### src/hdl/longest_job_first_scheduler_macros.svh
`ifndef LONGEST_JOB_FIRST_SCHEDULER_MACROS_SVH
`define LONGEST_JOB_FIRST_SCHEDULER_MACROS_SVH

// Same-cycle implication, checked outside reset.
`define LJFS_ASSERT_NOW(label, clk, rst_n, ante, cons) \
    label: assert property (@(posedge clk) disable iff (!(rst_n)) (ante) |-> (cons)) \
        else $error("scheduler check failed");

// Next-cycle implication, checked outside reset.
`define LJFS_ASSERT_NEXT(label, clk, rst_n, ante, cons) \
    label: assert property (@(posedge clk) disable iff (!(rst_n)) (ante) |=> (cons)) \
        else $error("scheduler check failed");

`endif

### src/hdl/ljfs_pkg.sv
`timescale 1ns / 1ps
`default_nettype none

package ljfs_pkg;

    localparam int DEFAULT_QUEUE_DEPTH = 16;
    localparam int ID_W                = 8;
    localparam int BURST_W             = 16;
    localparam int TICK_W              = 32;

    typedef enum logic {
        OP_ARRIVE = 1'b0,
        OP_TICK   = 1'b1
    } t_op;

    typedef enum logic [1:0] {
        ST_OK   = 2'd0,
        ST_FULL = 2'd1,
        ST_ZERO = 2'd2
    } t_status;

    typedef struct packed {
        logic [BURST_W-1:0] burst;
        logic [ID_W-1:0]    id;
    } t_entry;

    // Broadcast from the controller to every cell of the queue.
    typedef struct packed {
        logic   insert;
        logic   pop;
        t_entry new_entry;
    } t_cell_ctrl;

    typedef struct packed {
        t_status           status;
        logic              slot_busy;
        logic [ID_W-1:0]   slot_job;
        logic              job_done;
        logic [TICK_W-1:0] finish_tick;
    } t_result;

endpackage

`default_nettype wire

### src/hdl/ljfs_if.sv
`timescale 1ns / 1ps
`default_nettype none

interface ljfs_in_if;
    import ljfs_pkg::*;

    logic               valid;
    logic               ready;
    t_op                operation;
    logic [ID_W-1:0]    job_id;
    logic [BURST_W-1:0] burst_len;

    modport source (output valid, operation, job_id, burst_len, input ready);
    modport sink   (input valid, operation, job_id, burst_len, output ready);
endinterface

interface ljfs_out_if;
    import ljfs_pkg::*;

    logic              valid;
    logic              ready;
    t_status           status;
    logic              slot_busy;
    logic [ID_W-1:0]   slot_job;
    logic              job_done;
    logic [TICK_W-1:0] finish_tick;

    modport source (output valid, status, slot_busy, slot_job, job_done, finish_tick,
                    input ready);
    modport sink   (input valid, status, slot_busy, slot_job, job_done, finish_tick,
                    output ready);
endinterface

`default_nettype wire

### src/hdl/ljfs_cell.sv
`timescale 1ns / 1ps
`default_nettype none

module ljfs_cell (
    input  wire                  i_clk,
    input  ljfs_pkg::t_cell_ctrl i_ctrl,
    input  wire                  i_occ,
    input  wire                  i_prev_gt,
    input  ljfs_pkg::t_entry     i_prev_entry,
    input  ljfs_pkg::t_entry     i_next_entry,
    output logic                 o_gt,
    output ljfs_pkg::t_entry     o_entry
);
    import ljfs_pkg::*;

    t_entry r_entry;
    t_entry n_entry;

    // Strictly greater keeps equal bursts in arrival order.
    assign o_gt    = !i_occ || (i_ctrl.new_entry.burst > r_entry.burst);
    assign o_entry = r_entry;

    always_comb begin
        n_entry = r_entry;
        if (i_ctrl.insert && o_gt) begin
            n_entry = i_prev_gt ? i_prev_entry : i_ctrl.new_entry;
        end else if (i_ctrl.pop) begin
            n_entry = i_next_entry;
        end
    end

    always_ff @(posedge i_clk) begin
        r_entry <= n_entry;
    end

endmodule

`default_nettype wire

### src/hdl/longest_job_first_scheduler.sv
// A result is loaded into the output register on the clock edge at which its item transfers.
// Throughput: one item per cycle while ready is high; all cells compare and shift together.
// Input ready is high while the output register is empty or being drained.
// Reset (synchronous, active low) empties the queue, idles the server, zeroes the tick count.
// Queue cell contents are not cleared; cells beyond the fill count are never read.
`timescale 1ns / 1ps
`default_nettype none

`include "longest_job_first_scheduler_macros.svh"

module longest_job_first_scheduler #(
    parameter int QUEUE_DEPTH = ljfs_pkg::DEFAULT_QUEUE_DEPTH
) (
    input  wire        i_clk,
    input  wire        i_rst_n,
    ljfs_in_if.sink    i_job,
    ljfs_out_if.source o_res
);
    import ljfs_pkg::*;

    localparam int COUNT_W = $clog2(QUEUE_DEPTH + 1);

    logic [COUNT_W-1:0] r_count;
    logic [COUNT_W-1:0] n_count;
    logic               r_running;
    logic               n_running;
    logic [ID_W-1:0]    r_run_job;
    logic [ID_W-1:0]    n_run_job;
    logic [BURST_W-1:0] r_remain;
    logic [BURST_W-1:0] n_remain;
    logic [TICK_W-1:0]  r_ticks;
    logic [TICK_W-1:0]  n_ticks;
    logic               r_out_valid;
    logic               n_out_valid;
    t_result            r_out;
    t_result            n_out;

    t_cell_ctrl         w_ctrl;
    logic               w_gt    [QUEUE_DEPTH];
    t_entry             w_entry [QUEUE_DEPTH];
    logic               w_accept;
    logic               w_full;
    logic               w_take;
    logic               w_busy;
    logic [ID_W-1:0]    w_job;
    logic [BURST_W-1:0] w_left;

    assign i_job.ready = !r_out_valid || o_res.ready;
    assign w_accept    = i_job.valid && i_job.ready;
    assign w_full      = (r_count == COUNT_W'(QUEUE_DEPTH));
    assign w_take      = !r_running && (r_count != '0);

    assign w_ctrl.insert    = w_accept && (i_job.operation == OP_ARRIVE) &&
                              (i_job.burst_len != '0) && !w_full;
    assign w_ctrl.pop       = w_accept && (i_job.operation == OP_TICK) && w_take;
    assign w_ctrl.new_entry = '{burst: i_job.burst_len, id: i_job.job_id};

    genvar k;
    generate
        for (k = 0; k < QUEUE_DEPTH; k++) begin : g_cell
            ljfs_cell u_cell (
                .i_clk        (i_clk),
                .i_ctrl       (w_ctrl),
                .i_occ        (COUNT_W'(k) < r_count),
                .i_prev_gt    ((k == 0) ? 1'b0 : w_gt[(k == 0) ? 0 : k - 1]),
                .i_prev_entry ((k == 0) ? w_ctrl.new_entry : w_entry[(k == 0) ? 0 : k - 1]),
                .i_next_entry ((k == QUEUE_DEPTH - 1) ? w_ctrl.new_entry
                               : w_entry[(k == QUEUE_DEPTH - 1) ? k : k + 1]),
                .o_gt         (w_gt[k]),
                .o_entry      (w_entry[k])
            );
        end
    endgenerate

    // Job in service for this tick, after an idle server picks up the head.
    assign w_busy = r_running || w_take;
    assign w_job  = w_take ? w_entry[0].id : r_run_job;
    assign w_left = w_take ? w_entry[0].burst : r_remain;

    always_comb begin
        n_count     = r_count;
        n_running   = r_running;
        n_run_job   = r_run_job;
        n_remain    = r_remain;
        n_ticks     = r_ticks;
        n_out_valid = r_out_valid && !o_res.ready;
        n_out       = r_out;
        if (w_accept) begin
            n_out_valid = 1'b1;
            n_out       = '0;
            n_out.status = ST_OK;
            if (i_job.operation == OP_ARRIVE) begin
                if (i_job.burst_len == '0) begin
                    n_out.status = ST_ZERO;
                end else if (w_full) begin
                    n_out.status = ST_FULL;
                end else begin
                    n_count = r_count + COUNT_W'(1);
                end
            end else begin
                n_ticks = r_ticks + TICK_W'(1);
                if (w_take) begin
                    n_count = r_count - COUNT_W'(1);
                end
                if (w_busy) begin
                    n_out.slot_busy = 1'b1;
                    n_out.slot_job  = w_job;
                    n_run_job       = w_job;
                    n_remain        = (w_left != '0) ? w_left - BURST_W'(1) : w_left;
                    n_running       = 1'b1;
                    if (w_left <= BURST_W'(1)) begin
                        n_running         = 1'b0;
                        n_out.job_done    = 1'b1;
                        n_out.finish_tick = r_ticks + TICK_W'(1);
                    end
                end
            end
        end
    end

    always_ff @(posedge i_clk) begin
        if (!i_rst_n) begin
            r_count     <= '0;
            r_running   <= 1'b0;
            r_run_job   <= '0;
            r_remain    <= '0;
            r_ticks     <= '0;
            r_out_valid <= 1'b0;
        end else begin
            r_count     <= n_count;
            r_running   <= n_running;
            r_run_job   <= n_run_job;
            r_remain    <= n_remain;
            r_ticks     <= n_ticks;
            r_out_valid <= n_out_valid;
        end
    end

    always_ff @(posedge i_clk) begin
        r_out <= n_out;
    end

    assign o_res.valid       = r_out_valid;
    assign o_res.status      = r_out.status;
    assign o_res.slot_busy   = r_out.slot_busy;
    assign o_res.slot_job    = r_out.slot_job;
    assign o_res.job_done    = r_out.job_done;
    assign o_res.finish_tick = r_out.finish_tick;

    `LJFS_ASSERT_NOW(a_count_bound, i_clk, i_rst_n, 1'b1, r_count <= COUNT_W'(QUEUE_DEPTH))
    `LJFS_ASSERT_NOW(a_done_busy, i_clk, i_rst_n, r_out_valid && r_out.job_done, r_out.slot_busy)
    `LJFS_ASSERT_NEXT(a_insert_grows, i_clk, i_rst_n, w_ctrl.insert,
        r_count == $past(r_count) + COUNT_W'(1))
    `LJFS_ASSERT_NEXT(a_last_unit, i_clk, i_rst_n,
        w_accept && (i_job.operation == OP_TICK) && r_running && (r_remain == BURST_W'(1)),
        !r_running && r_out.job_done)

endmodule

`default_nettype wire
### src/flat_wrapper.sv
// flat-port wrapper written by rule: the top's interface ports become plain ports
module longest_job_first_scheduler_flat import ljfs_pkg::*;
#(
    parameter int QUEUE_DEPTH = ljfs_pkg::DEFAULT_QUEUE_DEPTH
)
  (i_clk, i_rst_n, i_job_valid, i_job_operation, i_job_job_id, i_job_burst_len, i_job_ready, o_res_valid, o_res_status, o_res_slot_busy, o_res_slot_job, o_res_job_done, o_res_finish_tick, o_res_ready);
  ljfs_in_if i_job_i ();
  ljfs_out_if o_res_i ();
  input  wire i_clk;
  input  wire i_rst_n;
  input wire logic [$bits(i_job_i.valid)-1:0] i_job_valid;
  input wire logic [$bits(i_job_i.operation)-1:0] i_job_operation;
  input wire logic [$bits(i_job_i.job_id)-1:0] i_job_job_id;
  input wire logic [$bits(i_job_i.burst_len)-1:0] i_job_burst_len;
  output wire logic [$bits(i_job_i.ready)-1:0] i_job_ready;
  output wire logic [$bits(o_res_i.valid)-1:0] o_res_valid;
  output wire logic [$bits(o_res_i.status)-1:0] o_res_status;
  output wire logic [$bits(o_res_i.slot_busy)-1:0] o_res_slot_busy;
  output wire logic [$bits(o_res_i.slot_job)-1:0] o_res_slot_job;
  output wire logic [$bits(o_res_i.job_done)-1:0] o_res_job_done;
  output wire logic [$bits(o_res_i.finish_tick)-1:0] o_res_finish_tick;
  input wire logic [$bits(o_res_i.ready)-1:0] o_res_ready;
  assign i_job_i.valid = i_job_valid;
  assign i_job_i.operation = i_job_operation;
  assign i_job_i.job_id = i_job_job_id;
  assign i_job_i.burst_len = i_job_burst_len;
  assign i_job_ready = i_job_i.ready;
  assign o_res_valid = o_res_i.valid;
  assign o_res_status = o_res_i.status;
  assign o_res_slot_busy = o_res_i.slot_busy;
  assign o_res_slot_job = o_res_i.slot_job;
  assign o_res_job_done = o_res_i.job_done;
  assign o_res_finish_tick = o_res_i.finish_tick;
  assign o_res_i.ready = o_res_ready;
  longest_job_first_scheduler #(.QUEUE_DEPTH(QUEUE_DEPTH)) u_core (.i_clk(i_clk), .i_rst_n(i_rst_n), .i_job(i_job_i), .o_res(o_res_i));
endmodule
### config.mk
export PLATFORM = sky130hd
export DESIGN_NAME = longest_job_first_scheduler_flat
export DESIGN_NICKNAME = d
export VERILOG_FILES = /design/src/hdl/ljfs_pkg.sv /design/src/hdl/ljfs_if.sv /design/src/hdl/ljfs_cell.sv /design/src/hdl/longest_job_first_scheduler.sv /design/src/flat_wrapper.sv
export VERILOG_INCLUDE_DIRS = /design/src /design/src/hdl
export SDC_FILE = /design/constraint.sdc
export NUM_CORES = 1
export LEC_CHECK = 0
export BUFFER_PORTS_ARGS = -buffer_cell sky130_fd_sc_hd__buf_2
export CAP_MARGIN = 40
export CORE_MARGIN = 8
export CORE_UTILIZATION = 23
export CTS_BUF_LIST = sky130_fd_sc_hd__clkbuf_8
export CTS_CLUSTER_SIZE = 30
export DETAILED_ROUTE_END_ITERATION = 8
export HOLD_SLACK_MARGIN = 0.15
export PLACE_DENSITY = 0.41
export SLEW_MARGIN = 25
export SYNTH_ARGS = -nofsm -noshare
export SYNTH_HDL_FRONTEND = slang
export SYNTH_SLANG_ARGS = --single-unit
### constraint.sdc
create_clock -name i_clk -period 6.17 [get_ports i_clk]
set_input_delay 1.234 -clock i_clk [delete_from_list [all_inputs] [get_ports i_clk]]
set_output_delay 1.234 -clock i_clk [all_outputs]
set_load 0.01 [all_outputs]
-- Word level (Yosys, flattened, before mapping)
Cells that the tools add are included.
- register bits after elaboration: 491
- input bits: 29
- output and inout bits: 46
- word-level logic and storage cells: 234
- add/subtract/negate cells: 4
- $lt $le $gt $ge: 33
- eq/ne operators: 4
- multiplexer cells: 60
- bitwise operators: 1
- reduce and logical (&&, ||, !) cells: 88
- operators with widths (cell ; number):
    $mux W24 ; 47
    $gt A16 B16 Y1 ; 16
    $mux W42 ; 1
    $lt A4 B5 Y1 const A ; 8
    $mux W33 ; 1
    $add A32 B1 Y32 const B ; 1
    $mux W16 ; 2
    $reduce_bool A16 Y1 ; 2
    $reduce_bool A2 Y1 ; 16
    $logic_and A1 B1 Y1 ; 24
    $logic_not A1 Y1 ; 20
    $lt A3 B5 Y1 const A ; 4
    $mux W5 ; 4
    $logic_or A1 B1 Y1 ; 18
    $le A16 B1 Y1 const B ; 1
    $logic_not A16 Y1 ; 1
    $sub A16 B1 Y16 const B ; 1
    $lt A1 B5 Y1 const A ; 2
    $lt A2 B5 Y1 const A ; 2
    $mux W8 ; 1
    $reduce_and A3 Y1 ; 2
    $add A5 B1 Y5 const B ; 1
    $eq A5 B5 Y1 const B ; 1
    $reduce_bool A5 Y1 ; 1
    9 further kinds ; 13

-- Longest topological paths before layout
- depth in word-level cells: 8
- mapped depth: 16
- mapped depth without buffers: 11

-- Cells and area by module
Synthesis repeated with hierarchy kept, for this count alone.
- cells, all modules: 2986
- area, all modules: 35525.3 sq um
- modules (own cells, without submodules) (module ; times used ; cells an instance ; area each (sq um) ; sequential area each (sq um)):
    ljfs_cell ; 16 ; 143 ; 1846.8 ; 720.7
    longest_job_first_scheduler ; 1 ; 698 ; 5977.0 ; 2582.5

-- Worst setup path before layout
No wires, ideal clock.
- path type: in2reg
- start: input port i_job_burst_len[0]
- end: register u_core.g_cell[0].u_cell.r_entry, in the netlist u_core.g_cell[0].u_cell.o_entry[0], enable pin
- data arrival time: 4.780 ns
- slack: 0.951 ns
- stages on the path: 11
- cell sequence: buf_2 > clkbuf_1 > inv_1 > ha_1 > nor2b_1 > o31ai_1 > a211oi_1 > o21ai_1 > buf_2 > buf_2 > o21ai_0
- longest elaborated chain between the ends: 5
- RTL lines (item ; RTL line ; RTL):
    from (decl) ; flat_wrapper.sv:14 ; input wire logic [$bits(i_job_i.burst_len)-1:0] i_job_burst_len;
    parallel branches: the longest is 3 deep, another holds $gt A16 B16 Y1 ; - ;
    $logic_and A1 B1 Y1 * ; ljfs_cell.sv:25 ; if (i_ctrl.insert && o_gt) begin
    $reduce_bool A2 Y1 (no source line) * ; - ;
    to (signal assigned) ; ljfs_cell.sv:33 ; r_entry <= n_entry;
    to (decl) ; ljfs_cell.sv:16 ; t_entry r_entry;
Mark *: on every way between the ends.
A chain may end at the register's enable or synchronous reset.

-- Worst setup path in the final report
- start: input port i_job_burst_len[7]
- end: register u_core.g_cell[3].u_cell.r_entry, in the netlist u_core.g_cell[3].u_cell.o_entry[10], enable pin
- longest elaborated chain between the ends: 5
- RTL lines (item ; RTL line):
    parallel branches: the longest is 3 deep, another holds $gt A16 B16 Y1 ; -
    $logic_and A1 B1 Y1 * ; ljfs_cell.sv:25
    $reduce_bool A2 Y1 (no source line) * ; -
    to (signal assigned) ; ljfs_cell.sv:33
    to (decl) ; ljfs_cell.sv:16
Marked as above.

==> metrics.md <==
| Metric | Value |
|---|---|
| Antenna-violating nets left | `0` |
| Yosys warnings | `0` |
| Register area | `between 10000 and 15000 µm²` |
| Die X | `a little under 400 µm` |
| Row cnt | `approximately 140` |
| Nature of the critical path startpoint | `primary input` |
| Vias | `25470` |
| Unrepaired setup endpoints after global routing | `no` |
| Fill count | `~15000` |
| Pwr Density | `291.5 nW/µm²` |
| CTS sink count | `491` |
| Final #Nets | `around 3600` |
| DR pass1 iterations | `7` |
| Vias in the first global route | `roughly 25000` |
| Reg2reg path depth | `12` |
| Hold_ws | `approximately 0.46 ns` |
| Fmax | `roughly 250 MHz` |
| GP Congestion | `around 0.80` |
| Largest net degree at the start of global routing | `63` |
| Wire per inst | `between 20 and 25 µm` |
| CP Data Required Time | `6.65 ns` |
| Outcome | `complete, no violations` |
| Max Fanout on Critical Path | `25` |
| Post-CTS Hold Buffers | `0` |
| Minimum clock period | `between 3 and 4 ns` |
| Syn avg cell area | `approximately 10 µm²` |
| PortBufs | `74` |
| Mapped Area | `~33000 µm²` |
| Number of antenna violations at the first check in global routing | `6` |
| Via/cell ratio | `roughly 4.8` |
| CTS buffer count | `between 90 and 100` |
| CTS Buffer Depth | `3` |
| Max incr delay on CP | `between 0.5 and 0.6 ns` |
| Finish-stage setup viols | `0` |
| Worst hold path class | `reg -> reg` |
| First-pass GRT wire length | `167400 µm` |
| Area Growth Syn to Fin | `13.96%` |
| Tot Pwr | `roughly 11 mW` |
| Flops & latches, synth | `between 400 and 500` |
| Mapped Nets | `between 3000 and 4000` |
| Top post-synthesis cells by area | `edfxtp_1 (39%), ha_1 (10%), mux2i_1 (9.9%), a21oi_1 (9.2%), dfxtp_1 (3.8%)` |
| Cell accounting for the most synthesized area | `edfxtp_1` |
| Final hold vios | `0` |
| Core area | `141600 µm²` |
| DRC | `0` |
| CP cell instances | `buf_2, buf_4, ha_1, a21oi_1, o21ai_1, nor3_1, o311a_1, buf_4, nor3_2, buf_4, nand2b_1, buf_4` |
| MaxCap Viol Count | `0` |
| Die area | `155000 µm²` |
| Root Buffer | `clkbuf_8` |
| Post-CTS Setup Bufs | `0` |
| Die Height | `393.7 µm` |
| Post-Syn Instances | `between 3000 and 4000` |
| Post-synth top area share | `39.18%` |
| H-tree Lvls | `3` |
| Primary FF master, synth | `edfxtp_1` |
| DRT iter0 DRCs | `slightly below 2000` |
| PostCTS Resize Cnt | `0` |
| Setup CP Type | `in -> reg` |
| Min-Delay Path Depth | `2` |
| Initial core utilization | `23.17%` |
| Slew Limit Headroom | `43.09%` |
| DRT Wirelength | `between 100000 and 150000 µm` |
| CP endpoint kind | `flip-flop` |
| LEAKAGE | `15.90 nW` |
| Grt ovf | `0` |
| Setup TNS Final | `0 ns` |
| Worst-Margin Slew | `0.8537 ns` |
| Gr usage total | `about 14%` |
| Distinct cells, synth | `98` |
| Number of synthesized flops with an enable pin | `approximately 430` |
| Share of cells above drive strength 1 | `between 10% and 20%` |
| Period Utilization, post-route | `a little under two thirds` |
| Hpwl dp | `approximately 81000 µm` |
| Clock transition at the registers of the reported paths | `~0.05 ns` |
| Slowest cell on crit path | `buf_2` |
| Layout Skew | `0.06540 ns` |
| Fraction of registers with async set/reset | `0%` |
| Max-slew violation count | `0` |
| Most common cell on crit path | `buf_4` |
| Worst skew pair latency | `between 0.7 and 0.8 ns` |
| Register area share after synthesis | `around 43%` |
| I/O Pins | `75` |
| Arrival time worst endpoint | `between 4 and 5 ns` |
| Area of the multi-input gates | `around 17000 µm²` |
| VDD IR max | `137.7 µV` |
| CTS tree | `built` |
[registers in the layout, indices dropped and copies added (netlist names)]
name / count
u_core.o_res.slot_busy: 1
u_core.r_run_job: 8
u_core.o_res.valid: 1
u_core.r_count: 5
u_core.o_res.status: 2
u_core.o_res.finish_tick: 32
u_core.r_remain: 16
u_core.r_ticks: 32
u_core.o_res.slot_job: 8
u_core.r_running: 1
u_core.g_cell.u_cell.o_entry: 384
u_core.o_res.job_done: 1
[power breakdown]
part / internal [mW] / switching (mW)
clock: 1.71 / 1.61
sequential: 4.19 / 0.417
combinational: 1.12 / 1.86
total: 7.01 / 3.89
[logic make-up (layout without fill, tap and decap cells)]
| logic type | after synthesis | after routing | share of synthesized area [%] |
|---|---|---|---|
| adder cells (fa/ha/maj) | 264 | 264 | 10.07 |
| XOR/XNOR | 57 | 57 | 1.522 |
| other | 0 | 3 | 0 |
| AO/OA/AOI/OAI | 913 | 913 | 15.84 |
| flip-flops | 491 | 491 | 43.02 |
| AND/OR/NAND/NOR | 658 | 658 | 10.07 |
| buffers and inverters | 492 | 636 | 6.686 |
| multiplexers | 408 | 408 | 12.79 |
[synthesized netlist by cell type, drive strengths merged (25+ instances only)]
cell,n
xnor2,39
nand4,50
buf,139
dfxtp,63
edfxtp,428
inv,265
a21oi,609
nor2,246
mux2i,324
ha,264
a31oi,31
a211oi,35
nand2b,29
nor3,45
nand3,81
clkbuf,88
o21ai,121
o211ai,25
mux2,84
nand2,104
[final timing paths]
| check | slack [ns] | to | startpoint |
|---|---|---|---|
| setup / recovery | 2.23 | u_core.g_cell[3].u_cell.o_entry[10] | i_job_burst_len[7] |
| hold / removal | 0.46 | u_core.r_run_job[7] | u_core.r_run_job[7] |
| setup reg to reg | 2.54 | u_core.r_remain[15] | u_core.r_count[1] |
| hold reg to reg | 0.46 | u_core.r_run_job[7] | u_core.r_run_job[7] |
[worst max-delay path: cells and delay by family]
family / cells / cell delay, ns
buf+inv: 5 / 1.69
compound gates: 3 / 0.49
simple gates: 3 / 0.64
fa+ha+maj: 1 / 0.30
[layout make-up]
cell class / count / share of cell area (%)
Sequential cell: 491 / 37.75
Timing Repair Buffer: 188 / 3.548
Clock inverter: 78 / 1.178
Tap cell: 1890 / 6.326
Multi-Input combinational cell: 2300 / 44.65
Inverter: 265 / 2.661
Antenna cell: 3 / 0.02008
Clock buffer: 105 / 3.866
[through the flow]
stage / util, % / cells / instance area (µm²) / worst slack [ns]
global placement: 24.96 / 5123 / 35350 / 1.443
global route: 26.40 / 5319 / 37380 / 2.100
finish: 26.40 / 5320 / 37380 / 2.231
detailed placement: 25.01 / 5130 / 35410 / 1.420
CTS: 26.34 / 5313 / 37300 / 2.266
floorplan: - / 3283 / 32810 / 0.9513
[layout by cell type, fill, tap and decap left out, types with 21 or more instances in the layout]
cell type,n
xnor2_1,39
nor2_1,244
inv_1,294
dfxtp_1,63
o211ai_1,25
nor3_1,43
buf_2,77
mux2i_1,324
a31oi_1,27
a21oi_1,602
a211oi_1,30
nand4_1,48
and2_1,21
edfxtp_1,428
o21ai_0,116
clkbuf_8,105
nand3_1,79
ha_1,264
mux2_2,62
nand2_1,103
nand2b_1,29
buf_4,100
[layer usage]
layer | part of all wire, % | track usage, %
met4 | 3.4 | 4.787
met3 | 4.1 | 2.135
met5 | 0.024 | 0
met1 | 50 | 19.85
met2 | 43 | 20.94
Note: power is estimated with default switching activity, not from simulation.
